===== src/rtl/crw_pkg.sv =====
// Shared types and constants for the character-word machine.
// No dependencies; the front end, back end, top level and testbench import this package.
package crw_pkg;

    typedef enum logic [1:0] {
        OP_WRITE,
        OP_READ,
        OP_STEP,
        OP_START
    } op_t;

    typedef enum logic [1:0] {
        BK_IDLE,
        BK_READ,
        BK_FETCH,
        BK_OPER
    } bstate_t;

    localparam logic [2:0] ST_DONE   = 3'd0;
    localparam logic [2:0] ST_HALT   = 3'd1;
    localparam logic [2:0] ST_GET    = 3'd2;
    localparam logic [2:0] ST_PUT    = 3'd3;
    localparam logic [2:0] ST_BADOP  = 3'd4;
    localparam logic [2:0] ST_BADARG = 3'd5;
    localparam logic [2:0] ST_IDLE   = 3'd6;

    localparam logic [7:0] CH_H     = 8'h48;
    localparam logic [7:0] CH_L     = 8'h4C;
    localparam logic [7:0] CH_S     = 8'h53;
    localparam logic [7:0] CH_C     = 8'h43;
    localparam logic [7:0] CH_B     = 8'h42;
    localparam logic [7:0] CH_G     = 8'h47;
    localparam logic [7:0] CH_P     = 8'h50;
    localparam logic [7:0] CH_ZERO  = 8'h30;
    localparam logic [7:0] CH_NINE  = 8'h39;
    localparam logic [6:0] BLOCK_WORDS = 7'd10;

    localparam logic [31:0] ZERO_CHARS = 32'h3030_3030;

    typedef struct packed {
        op_t         op;
        logic        addr_ok;
        logic [6:0]  address;
        logic [31:0] word;
    } cmd_t;

    typedef struct packed {
        logic [2:0]  status;
        logic [31:0] data;
        logic [6:0]  block_address;
        logic [6:0]  next_counter;
        logic        compare_flag;
    } res_t;

endpackage


===== src/rtl/crw_ram.sv =====
// Generic single-write, single-read RAM with registered read data.
// No dependencies.
module crw_ram #(
    parameter int WIDTH = 32,
    parameter int DEPTH = 100
) (
    input  logic                     aclk,
    input  logic                     we,
    input  logic [$clog2(DEPTH)-1:0] waddr,
    input  logic [WIDTH-1:0]         wdata,
    input  logic                     re,
    input  logic [$clog2(DEPTH)-1:0] raddr,
    output logic [WIDTH-1:0]         rdata
);

    logic [WIDTH-1:0] mem_reg [DEPTH];
    logic [WIDTH-1:0] rdata_reg;

    always_ff @(posedge aclk) begin
        if (we) begin
            mem_reg[waddr] <= wdata;
        end
        if (re) begin
            rdata_reg <= mem_reg[raddr];
        end
    end

    assign rdata = rdata_reg;

endmodule


===== src/rtl/crw_front.sv =====
// Front end: accepts host items, classifies them and queues them for the back end.
// Depends on crw_pkg.
module crw_front #(
    parameter int MEM_WORDS = 100
) (
    input  logic          aclk,
    input  logic          aresetn,
    input  logic          s_valid,
    output logic          s_ready,
    input  logic [1:0]    s_operation,
    input  logic [6:0]    s_address,
    input  logic [31:0]   s_word,
    output logic          cmd_valid,
    input  logic          cmd_ready,
    output crw_pkg::cmd_t cmd_data
);
    import crw_pkg::*;

    localparam logic [6:0] MEM_W7 = 7'(MEM_WORDS);

    cmd_t       q_reg [2];
    cmd_t       cls;
    logic       wr_ptr_reg, wr_ptr_next;
    logic       rd_ptr_reg, rd_ptr_next;
    logic [1:0] cnt_reg, cnt_next;
    logic       push, pop;

    always_comb begin
        cls.op      = op_t'(s_operation);
        cls.addr_ok = s_address < MEM_W7;
        cls.address = s_address;
        cls.word    = s_word;
    end

    assign s_ready   = cnt_reg != 2'd2;
    assign cmd_valid = cnt_reg != 2'd0;
    assign cmd_data  = q_reg[rd_ptr_reg];
    assign push      = s_valid && s_ready;
    assign pop       = cmd_valid && cmd_ready;

    always_comb begin
        wr_ptr_next = push ? ~wr_ptr_reg : wr_ptr_reg;
        rd_ptr_next = pop ? ~rd_ptr_reg : rd_ptr_reg;
        cnt_next    = cnt_reg + 2'(push) - 2'(pop);
    end

    always_ff @(posedge aclk) begin
        if (!aresetn) begin
            wr_ptr_reg <= 1'b0;
            rd_ptr_reg <= 1'b0;
            cnt_reg    <= 2'd0;
        end else begin
            wr_ptr_reg <= wr_ptr_next;
            rd_ptr_reg <= rd_ptr_next;
            cnt_reg    <= cnt_next;
        end
    end

    always_ff @(posedge aclk) begin
        if (push) begin
            q_reg[wr_ptr_reg] <= cls;
        end
    end

endmodule


===== src/rtl/crw_back.sv =====
// Back end: executes queued items against the word memory and holds the result register.
// Depends on crw_pkg and crw_ram.
module crw_back #(
    parameter int MEM_WORDS = 100
) (
    input  logic          aclk,
    input  logic          aresetn,
    input  logic          cmd_valid,
    output logic          cmd_ready,
    input  crw_pkg::cmd_t cmd_data,
    output logic          m_valid,
    input  logic          m_ready,
    output crw_pkg::res_t m_res
);
    import crw_pkg::*;

    localparam int         AW     = $clog2(MEM_WORDS);
    localparam logic [6:0] MEM_W7 = 7'(MEM_WORDS);
    localparam logic [7:0] MEM_W8 = 8'(MEM_WORDS);

    bstate_t              state_reg, state_next;
    logic [6:0]           cnt_reg, cnt_next;
    logic [31:0]          r_reg, r_next;
    logic [31:0]          ir_reg, ir_next;
    logic                 tog_reg, tog_next;
    logic                 run_reg, run_next;
    logic [MEM_WORDS-1:0] vld_reg, vld_next;
    logic                 vld_rd_reg;
    logic                 out_valid_reg, out_valid_next;
    res_t                 out_reg, res;

    logic          ram_we, ram_re;
    logic [AW-1:0] ram_waddr, ram_raddr;
    logic [31:0]   ram_wdata, ram_rdata, mem_word;

    logic        out_free, finish, fin_read;
    logic [2:0]  fin_status;
    logic [6:0]  fin_block;
    logic [31:0] fin_rdata;

    logic [7:0] op_ch, c2, c3;
    logic       digits_ok, op_known, is_lc;
    logic [6:0] base, arg, cnt_inc;

    crw_ram #(.WIDTH(32), .DEPTH(MEM_WORDS)) u_ram (
        .aclk  (aclk),
        .we    (ram_we),
        .waddr (ram_waddr),
        .wdata (ram_wdata),
        .re    (ram_re),
        .raddr (ram_raddr),
        .rdata (ram_rdata)
    );

    assign mem_word = vld_rd_reg ? ram_rdata : 32'd0;
    assign out_free = !out_valid_reg || m_ready;

    always_comb begin
        op_ch     = mem_word[31:24];
        c2        = mem_word[15:8];
        c3        = mem_word[7:0];
        digits_ok = (c2 >= CH_ZERO) && (c2 <= CH_NINE) && (c3 >= CH_ZERO) && (c3 <= CH_NINE);
        op_known  = (op_ch == CH_L) || (op_ch == CH_S) || (op_ch == CH_C) ||
                    (op_ch == CH_B) || (op_ch == CH_G) || (op_ch == CH_P);
        base      = {3'b000, c2[3:0]} * BLOCK_WORDS;
        arg       = base + {3'b000, c3[3:0]};
        is_lc     = ((op_ch == CH_L) || (op_ch == CH_C)) && digits_ok && (arg < MEM_W7);
        cnt_inc   = cnt_reg + 7'd1;
    end

    always_comb begin
        state_next = state_reg;
        cnt_next   = cnt_reg;
        r_next     = r_reg;
        ir_next    = ir_reg;
        tog_next   = tog_reg;
        run_next   = run_reg;
        vld_next   = vld_reg;
        ram_we     = 1'b0;
        ram_waddr  = cmd_data.address[AW-1:0];
        ram_wdata  = cmd_data.word;
        ram_re     = 1'b0;
        ram_raddr  = cnt_reg[AW-1:0];
        cmd_ready  = 1'b0;
        finish     = 1'b0;
        fin_status = ST_DONE;
        fin_block  = 7'd0;
        fin_read   = 1'b0;
        fin_rdata  = 32'd0;

        unique case (state_reg)
            BK_IDLE: begin
                if (cmd_valid) begin
                    unique case (cmd_data.op)
                        OP_WRITE: begin
                            if (out_free) begin
                                finish    = 1'b1;
                                cmd_ready = 1'b1;
                                if (cmd_data.addr_ok) begin
                                    ram_we = 1'b1;
                                    vld_next[cmd_data.address[AW-1:0]] = 1'b1;
                                end else begin
                                    fin_status = ST_BADARG;
                                end
                            end
                        end
                        OP_READ: begin
                            if (!cmd_data.addr_ok) begin
                                if (out_free) begin
                                    finish     = 1'b1;
                                    cmd_ready  = 1'b1;
                                    fin_read   = 1'b1;
                                    fin_status = ST_BADARG;
                                end
                            end else begin
                                ram_re     = 1'b1;
                                ram_raddr  = cmd_data.address[AW-1:0];
                                cmd_ready  = 1'b1;
                                state_next = BK_READ;
                            end
                        end
                        OP_START: begin
                            if (out_free) begin
                                finish    = 1'b1;
                                cmd_ready = 1'b1;
                                cnt_next  = 7'd0;
                                run_next  = 1'b1;
                            end
                        end
                        OP_STEP: begin
                            if (!run_reg) begin
                                if (out_free) begin
                                    finish     = 1'b1;
                                    cmd_ready  = 1'b1;
                                    fin_status = ST_IDLE;
                                end
                            end else if (cnt_reg >= MEM_W7) begin
                                if (out_free) begin
                                    finish     = 1'b1;
                                    cmd_ready  = 1'b1;
                                    fin_status = ST_BADARG;
                                    run_next   = 1'b0;
                                end
                            end else begin
                                ram_re     = 1'b1;
                                ram_raddr  = cnt_reg[AW-1:0];
                                cmd_ready  = 1'b1;
                                state_next = BK_FETCH;
                            end
                        end
                    endcase
                end
            end
            BK_READ: begin
                if (out_free) begin
                    finish     = 1'b1;
                    fin_read   = 1'b1;
                    fin_rdata  = mem_word;
                    state_next = BK_IDLE;
                end
            end
            BK_FETCH: begin
                if (is_lc) begin
                    ir_next    = mem_word;
                    cnt_next   = cnt_inc;
                    ram_re     = 1'b1;
                    ram_raddr  = arg[AW-1:0];
                    state_next = BK_OPER;
                end else if (out_free) begin
                    finish     = 1'b1;
                    ir_next    = mem_word;
                    cnt_next   = cnt_inc;
                    state_next = BK_IDLE;
                    priority if (op_ch == CH_H) begin
                        fin_status = ST_HALT;
                        run_next   = 1'b0;
                    end else if (!op_known) begin
                        fin_status = ST_BADOP;
                        run_next   = 1'b0;
                    end else if (!digits_ok) begin
                        fin_status = ST_BADARG;
                        run_next   = 1'b0;
                    end else if (op_ch == CH_B) begin
                        if (tog_reg) begin
                            cnt_next = arg;
                        end
                    end else if ((op_ch == CH_G) || (op_ch == CH_P)) begin
                        if (({1'b0, base} + 8'd10) > MEM_W8) begin
                            fin_status = ST_BADARG;
                            run_next   = 1'b0;
                        end else begin
                            fin_status = (op_ch == CH_G) ? ST_GET : ST_PUT;
                            fin_block  = base;
                        end
                    end else if (arg >= MEM_W7) begin
                        fin_status = ST_BADARG;
                        run_next   = 1'b0;
                    end else begin
                        ram_we    = 1'b1;
                        ram_waddr = arg[AW-1:0];
                        ram_wdata = r_reg;
                        vld_next[arg[AW-1:0]] = 1'b1;
                    end
                end
            end
            BK_OPER: begin
                if (out_free) begin
                    finish     = 1'b1;
                    state_next = BK_IDLE;
                    if (ir_reg[31:24] == CH_L) begin
                        r_next = mem_word;
                    end else begin
                        tog_next = r_reg == mem_word;
                    end
                end
            end
        endcase

        res.status        = fin_status;
        res.data          = fin_read ? fin_rdata : r_next;
        res.block_address = fin_block;
        res.next_counter  = cnt_next;
        res.compare_flag  = tog_next;

        out_valid_next = finish ? 1'b1 : (m_ready ? 1'b0 : out_valid_reg);
    end

    always_ff @(posedge aclk) begin
        if (!aresetn) begin
            state_reg     <= BK_IDLE;
            cnt_reg       <= 7'd0;
            r_reg         <= ZERO_CHARS;
            ir_reg        <= ZERO_CHARS;
            tog_reg       <= 1'b0;
            run_reg       <= 1'b0;
            vld_reg       <= '0;
            out_valid_reg <= 1'b0;
        end else begin
            state_reg     <= state_next;
            cnt_reg       <= cnt_next;
            r_reg         <= r_next;
            ir_reg        <= ir_next;
            tog_reg       <= tog_next;
            run_reg       <= run_next;
            vld_reg       <= vld_next;
            out_valid_reg <= out_valid_next;
        end
    end

    always_ff @(posedge aclk) begin
        if (ram_re) begin
            vld_rd_reg <= vld_reg[ram_raddr];
        end
        if (finish) begin
            out_reg <= res;
        end
    end

    assign m_valid = out_valid_reg;
    assign m_res   = out_reg;

endmodule


===== src/rtl/char_word_cpu_step.sv =====
// Character-word machine: a front queue of two items feeding an execution back end.
// Results are held in the back end's output register until taken. Throughput: one write per
// cycle while the receiver takes results; a read or step holds off the next item until its
// result is registered. A step fetches the instruction and then, for L and C, reads the operand on the
// single read port. Reset clears control state; every word reads as zero until written
// (per-word valid bits), so no clearing pass follows reset.
module char_word_cpu_step #(
    parameter int MEM_WORDS = 100
) (
    input  logic        aclk,
    input  logic        aresetn,
    input  logic        s_valid,
    output logic        s_ready,
    input  logic [1:0]  s_operation,
    input  logic [6:0]  s_address,
    input  logic [31:0] s_word,
    output logic        m_valid,
    input  logic        m_ready,
    output logic [2:0]  m_status,
    output logic [31:0] m_data,
    output logic [6:0]  m_block_address,
    output logic [6:0]  m_next_counter,
    output logic        m_compare_flag
);
    import crw_pkg::*;

    logic cmd_valid, cmd_ready;
    cmd_t cmd_data;
    res_t res;

    crw_front #(.MEM_WORDS(MEM_WORDS)) u_front (
        .aclk        (aclk),
        .aresetn     (aresetn),
        .s_valid     (s_valid),
        .s_ready     (s_ready),
        .s_operation (s_operation),
        .s_address   (s_address),
        .s_word      (s_word),
        .cmd_valid   (cmd_valid),
        .cmd_ready   (cmd_ready),
        .cmd_data    (cmd_data)
    );

    crw_back #(.MEM_WORDS(MEM_WORDS)) u_back (
        .aclk      (aclk),
        .aresetn   (aresetn),
        .cmd_valid (cmd_valid),
        .cmd_ready (cmd_ready),
        .cmd_data  (cmd_data),
        .m_valid   (m_valid),
        .m_ready   (m_ready),
        .m_res     (res)
    );

    assign m_status        = res.status;
    assign m_data          = res.data;
    assign m_block_address = res.block_address;
    assign m_next_counter  = res.next_counter;
    assign m_compare_flag  = res.compare_flag;

endmodule


===== config.mk =====
export PLATFORM = sky130hd
export DESIGN_NAME = char_word_cpu_step
export DESIGN_NICKNAME = d
export VERILOG_FILES = /design/src/rtl/crw_pkg.sv /design/src/rtl/crw_ram.sv /design/src/rtl/crw_front.sv /design/src/rtl/crw_back.sv /design/src/rtl/char_word_cpu_step.sv
export SDC_FILE = /design/constraint.sdc
export NUM_CORES = 2
export LEC_CHECK = 0
export BUFFER_PORTS_ARGS = -buffer_cell sky130_fd_sc_hd__buf_2
export CAP_MARGIN = 20
export CORE_AREA = 2 2 448 628
export CTS_CLUSTER_DIAMETER = 40
export DETAILED_ROUTE_END_ITERATION = 6
export DIE_AREA = 0 0 450 630
export PLACE_DENSITY = 0.78
export REMOVE_ABC_BUFFERS = 1
export SYNTH_ARGS = -nofsm -noshare
export SYNTH_HDL_FRONTEND = slang
export SYNTH_HIERARCHICAL = 1
export SYNTH_SLANG_ARGS = --single-unit

===== constraint.sdc =====
create_clock -name aclk -period 8.55 [get_ports aclk]
set_clock_uncertainty 0.1 [all_clocks]
set_input_delay 1.2825 -clock aclk [delete_from_list [all_inputs] [get_ports aclk]]
set_output_delay 1.2825 -clock aclk [all_outputs]
set_load 0.02 [all_outputs]

Word-level counts from Yosys, hierarchy flattened
Memory sizes are Yosys's and may differ from the RTL's. A register that Yosys moved wholly into a read port is not among the register bits.
Index checks and enable logic that the tools add are counted.
W data, S select, Z words.
{ "totals": {"reg_bits": 231, "ramBits": 3284, "inputBits": 45, "out_inout_bits": 52, "wordCells": 271, "n_memories": 2} }
{ "mem_list": {"columns": ["name", "words", "word_bits", "rd", "rd_clocked_by_memory_dff", "wr", "line_no", "rtl"], "rows": [
  ["u_back.u_ram.mem_reg", 100, 32, 1, 1, 1, "crw_ram.sv:16", "logic [WIDTH-1:0] mem_reg [DEPTH];"],
  ["u_front.q_reg", 2, 42, 1, 1, 1, "crw_front.sv:21", "cmd_t q_reg [2];"]
]} }
{ "op_classes": {"n_addsub": 5, "n_mul": 1, "order_cmp": 14, "n_eq_ne": 37, "mux": 153, "n_bitwise": 9, "reduce_logical": 32} }
{ "op_table": {"columns": ["operator", "count"], "rows": [
  ["$mux W100", 12],
  ["$mux W32", 18],
  ["$or A100 B100 Y100", 2],
  ["$pmux W100 S2", 1],
  ["$mux W7", 23],
  ["$eq A8 B7 Y1 const B", 8],
  ["$mux W1", 58],
  ["$mux W3", 17],
  ["$eq A32 B32 Y1", 1],
  ["$pmux W7 S2", 2],
  ["$lt A7 B8 Y1 const B", 3],
  ["$ge A8 B6 Y1 const B", 2],
  ["$le A8 B6 Y1 const B", 2],
  ["$ne A2 B2 Y1 const B", 8],
  ["$demux W1 S7", 2],
  ["$ge A7 B1 Y1 const B", 2],
  ["$ge A7 B7 Y1 const B", 2],
  ["$lt A7 B7 Y1 const B", 2],
  ["$reduce_and A13 Y1", 1],
  ["$mux W2", 6],
  ["$ne A6 B6 Y1 const B", 2],
  ["$pmux W1 S2", 6],
  ["$ne A2 B1 Y1 const B", 5],
  ["$logic_and A1 B1 Y1", 9],
  ["other kinds (29)", 57]
]} }

Longest topological paths before layout
{ "depth": {"ltp_word": 17, "mapped_depth": 30, "mapped_depth_nobuf": 19} }

Modules after synthesis
The synthesis kept the hierarchy.
{ "modules_own_cells": {"columns": ["module", "n_inst", "cells_each", "area_per_inst_um2", "seq_area_each_um2"], "rows": [
  ["crw_ram", 1, 5217, 123150.6, 97053.1],
  ["crw_back", 1, 1427, 12085.3, 4544.4],
  ["crw_front", 1, 162, 3299.4, 2622.5]
]} }

Worst setup path before layout
OpenSTA, ideal clock, no wires.
{ "synth_timing": {"kind": "reg2reg", "startpoint": "reg u_back.vld_rd_reg", "endpoint": "mem u_back.u_ram.mem_reg[81][0] (enable)", "setup_ps": 461, "t_arrival_ps": 7879, "slack_ps": 110, "stages_incl_launch_ff": 24, "n_path_buf": 9, "path_cell_list": "edfxtp_1 -> buf_2 -> buf_1 -> clkbuf_1 -> clkbuf_1 -> clkbuf_1 -> clkbuf_1 -> and2_1 -> ha_1 -> inv_1 -> fa_1 -> buf_1 -> nor3_1 -> a31o_2 -> nor2_2 -> nor3_4 -> nand3b_1 -> or3_1 -> buf_2 -> clkbuf_1 -> o21ai_0 -> nor2b_1 -> nand4_1 -> nor3_1"} }
{ "synth_lines": {"columns": ["item", "line_no", "rtl"], "rows": [
  ["start: declaration", "crw_back.sv:28", "logic vld_rd_reg;"],
  ["start signal: assignment", "crw_back.sv:252", "vld_rd_reg <= vld_reg[ram_raddr];"],
  ["$mux W32 (*)", "crw_back.sv:55", "assign mem_word = vld_rd_reg ? ram_rdata : 32'd0;"],
  ["$mul A4 B3 Y6", "crw_back.sv:65", "base = {3'b000, c2[3:0]} * BLOCK_WORDS;"],
  ["$add A7 B4 Y7", "crw_back.sv:66", "arg = base + {3'b000, c3[3:0]};"],
  ["$ge A7 B7 Y1", "crw_back.sv:195", "end else if (arg >= MEM_W7) begin"],
  ["$mux W7", "crw_back.sv:195", null],
  ["$mux W7", "crw_back.sv:187", "end else if ((op_ch == CH_G) || (op_ch == CH_P)) begin"],
  ["$mux W7", "crw_back.sv:183", "end else if (op_ch == CH_B) begin"],
  ["$mux W7", "crw_back.sv:180", "end else if (!digits_ok) begin"],
  ["$mux W7", "crw_back.sv:177", "end else if (!op_known) begin"],
  ["$mux W7", "crw_back.sv:174", "priority if (op_ch == CH_H) begin"],
  ["$mux W7", "crw_back.sv:169", "end else if (out_free) begin"],
  ["$mux W7 (*)", "crw_back.sv:163", "if (is_lc) begin"],
  ["$mux W7 (*)", "crw_back.sv:91", "unique case (state_reg)"],
  ["via u_back.ram_waddr[4]", "crw_back.sv:33", "logic [AW-1:0] ram_waddr, ram_raddr;"],
  ["end: declaration", "crw_ram.sv:16", null]
]} }
Mark *: on every way through the listed nets, which the timed path passes. The rest lies on a longest branch.

Final worst setup path
{ "layout_timing": {"startpoint": "reg u_back.vld_rd_reg", "endpoint": "reg u_back.u_ram.rdata_reg[2] (netlist: u_back/u_ram/rdata[2]) (read register of u_back.u_ram.mem_reg), data pin"} }
{ "layout_lines": {"columns": ["item", "line_no", "rtl"], "rows": [
  ["$mux W32 (*)", "crw_back.sv:55", null],
  ["$mul A4 B3 Y6 (*)", "crw_back.sv:65", null],
  ["via u_back.base[1]", "crw_back.sv:43", "logic [6:0] base, arg, cnt_inc;"],
  ["$add A7 B4 Y7 (*)", "crw_back.sv:66", null],
  ["$lt A7 B7 Y1", "crw_back.sv:67", "is_lc = ((op_ch == CH_L) || (op_ch == CH_C)) && digits_ok && (arg < MEM_W7);"],
  ["$logic_and A1 B1 Y1", "crw_back.sv:67", null],
  ["$mux W7 (*)", "crw_back.sv:163", null],
  ["$pmux W7 S2 (*)", "crw_back.sv:91", null],
  ["via u_back.ram_raddr[2]", "crw_back.sv:33", null],
  ["end: declaration", "crw_ram.sv:17", "logic [WIDTH-1:0] rdata_reg;"]
]} }
Marked as above.
A chain may end at the register's enable or synchronous reset.

==> summary.md <==
| Metric | Value |
|---|---|
| All-Layer GR Usage | 0.283 |
| Pin count of the biggest net entering global routing | 126 |
| DRC | 0 |
| Most frequent cells in the layout | edfxtp_1 (3366), mux4_2 (835), clkbuf_16 (314) |
| Startpoint types | register |
| Total power | 41.3 mW |
| Critical path type | reg -> reg |
| Crit Reg-Reg Startpoint | u_back/vld_rd_reg$_DFFE_PP_ |
| Gr ovfl total | 0 |
| Worst slew pin tran | 1.56 ns |
| Final critical-path required period | 7.99 ns |
| Synthesized flop and latch total | 3523 |
| Starting Density | 0.499 |
| CTS Buf Count | about 310 |
| Core Util, Final | 0.559 |
| Mean Syn Cell Area | 20.4 µm² |
| Commonest non-fill, non-tap cell in the layout | edfxtp_1 |
| Period Utilization, post-route | 0.934 |
| Hold Crit Class | reg -> reg |
| Drt via density | between 6 and 7 |
| Worst path cell trace | nand2_1 -> inv_1 -> ha_1 -> ha_1 -> inv_1 -> o31ai_1 -> o2111a_1 -> o31ai_4 -> nand2_1 -> buf_4 -> nor3_1 -> a221oi_2 -> buf_4 -> inv_8 -> buf_12 -> mux4_2 -> mux4_2 -> a22oi_1 -> a31oi_1 |
| First-pass GRT wire length | 567000 µm |
| DR vias | 74640 |
| Layout cells sized above 1 | 0.252 |
| Hold_ws | 0.391 ns |
| Setup bufs post-CTS | 0 |
| WL final | 405000 µm |
| Layout fillers | 19598 |
| Worst-path clk slew | 0.07 ns |
| Clk sink count | around 3500 |
| Routability Congestion | 0.973 |
| Average wire per standard cell | 36.7 µm |
| CTS H-tree lvls | 5 |
| Critical Path Max Stage Delay | 1.18 ns |
| Max stage delay cell, worst path | a22oi_1 |
| DIE WIDTH | 450 µm |
| CP Capture Point | u_back/u_ram/rdata[2]$_DFFE_PP_ |
| Die area | 284000 µm² |
| Hold-fix buffers, CTS | 0 |
| Clk_lat worst skew | 0.91 ns |
| Hpwl dp | 244000 µm |
| Achievable frequency | 125 MHz |
| Peak supply drop | 0.175 mV |
| Yosys warnings | 6 |
| Setup TNS | 0 ns |
| Core Area | 277000 µm² |
| Post_cts resized | 0 |
| Hold Fails Final Rpt | 0 |
| Post-synth ARST share | 0 |
| Slew Viols, Final | 1 |
| CP max FO | 99 |
| Place WS | 1.31 ns |
| CP Data Arrival Time | 8.33 ns |
| Hold path cells | 2 |
| Power per Cell Area | 267 nW/µm² |
| Mapped cell area | 139000 µm² |
| Outcome | complete, but fails checks |
| CTS tree | built |
| Buf+Inv Stages, Crit Path | 6 |
| Register area | ~100000 µm² |
| Final nets | 7167 |
| Crit path capture type | register |
| First drt pass iteration count | 6 |
| Routed Antenna Nets | 0 |
| Worst-case reg-to-reg path depth | 19 |
| I/O Buffers | 95 |
| Initial antenna violation count | 31 |
| RSZ-0062 raised after global routing | false |
| Area of the multi-input gates | 33100 µm² |
| Critical path depth | 19 |
| Required @ worst endpoint | around 8.9 ns |
| Synth Instances | between 6000 and 7000 |
| Failing checks | slew limit |
| CTS max path bufs | 4 |
| Final setup margin | 0.565 ns |
| # setup viols final | 0 |
| Setup slack, reg-to-reg | 0.56 ns |
| Initial drt markers | 12502 |
| Cell leakage power | approximately 47 nW |
| Vias in the first global route | 73458 |
| Most used flip-flop cell after synthesis | edfxtp_1 |
| Rows | 229 |
| IO Count | 97 |
| Max Cap Viol | 0 |
| Die span in y | about 630 µm |
| Synth cell types | 97 |
| Headroom to the max-slew limit | -0.0374 |
| Max FFs per register | 3200 |
| Area Growth Syn to Fin | 11.9% |
| CTS Root Cell | clkbuf_16 |
| Delay-heaviest family, CP | compound AO/OA/AOI/OAI gates |
| Setup crit start | u_back/vld_rd_reg$_DFFE_PP_ |
| Sequential share of the synthesized area | 0.752 |
| Critical R2R Capture | u_back/u_ram/rdata[2]$_DFFE_PP_ |
| Post-synth EDFFs | roughly 3400 |
[how the worst min path moves through the flow]
stage,slack [ns],startpoint,to
after detailed placement,0.38,u_back/vld_reg[31]$_SDFFE_PN0P_,u_back/vld_reg[31]$_SDFFE_PN0P_
after global placement,0.37,u_back/vld_reg[91]$_SDFFE_PN0P_,u_back/vld_reg[91]$_SDFFE_PN0P_
after floorplan,0.35,u_back/vld_reg[39]$_SDFFE_PN0P_,u_back/vld_reg[39]$_SDFFE_PN0P_
after CTS,0.39,u_back/vld_reg[74]$_SDFFE_PN0P_,u_back/vld_reg[74]$_SDFFE_PN0P_
after global routing,0.41,u_back/vld_reg[76]$_SDFFE_PN0P_,u_back/vld_reg[76]$_SDFFE_PN0P_
final,0.39,u_back/vld_reg[74]$_SDFFE_PN0P_,u_back/vld_reg[74]$_SDFFE_PN0P_
[report_power, final]
| part | switching (mW) | total, mW | internal [mW] | leakage (nW) |
|---|---|---|---|---|
| Sequential | 0.190 | 20.6 | 20.4 | 31.6 |
| Combinational | 5.13 | 7.07 | 1.93 | 10.6 |
| Clock | 6.19 | 13.7 | 7.51 | 4.69 |
| Total | 11.5 | 41.3 | 29.8 | 46.9 |
[cell usage after synthesis, types with 22 or more instances]
cell type,number,area (µm²)
a211oi_1,48,360
a21oi_1,198,991
a221oi_1,23,201
a22o_1,40,350
a22oi_1,85,638
a31oi_1,23,144
and2_1,40,250
buf_1,29,109
buf_2,92,460
buf_4,50,375
buf_6,33,372
clkbuf_1,192,721
dfxtp_1,157,3140
edfxtp_1,3366,101000
mux2_1,42,473
mux2_2,47,529
mux2i_1,232,2320
mux4_2,835,18800
nand2_1,194,728
nand3_1,123,616
nor2_1,209,785
nor2b_1,142,888
o211ai_1,25,188
o21ai_0,134,671
o22ai_1,125,782
xnor2_1,22,193
[area by class of cell]
type	count	area share
antenna	18	0.000291
clock buffer	385	0.0529
clock inverter	154	0.00936
inverter	22	0.000727
multi-input combinational	2862	0.214
sequential	3523	0.672
tap	3696	0.0298
timing repair buffer	392	0.0209
[metrics by stage]
step | cells | cell area, µm²
floorplan | 6407 | 136000
global placement | 10487 | 145000
detailed placement | 10491 | 145000
CTS | 11030 | 155000
global route | 11038 | 155000
finish | 11052 | 155000
[cell families (layout without fill, tap and decap cells)]
group	count (synthesis)	count (layout)	synth area share
multiplexers	1156	1156	0.160
AO/OA/AOI/OAI	827	827	0.0393
adder cells (fa/ha/maj)	13	13	0.00123
buffers and inverters	421	953	0.0156
XOR/XNOR	28	28	0.00177
flip-flops	3523	3523	0.752
AND/OR/NAND/NOR	837	837	0.0300
other	1	19	0.0000271
[tightest hold or removal path, cell delays in order (launching register included)]
cell and delay (ns):
dfxtp_1 0.32, a21oi_1 0.05, nor2b_1 0.09
[layer usage]
layer	vias up	wire, µm	GRT usage
met5	-	59	0
met2	6217	196000	0.458
met1	38214	124000	0.333
met3	1317	47000	0.0612
met4	8	37700	0.212
li1	28884	-	-
Note: power is estimated with default switching activity, not from simulation.
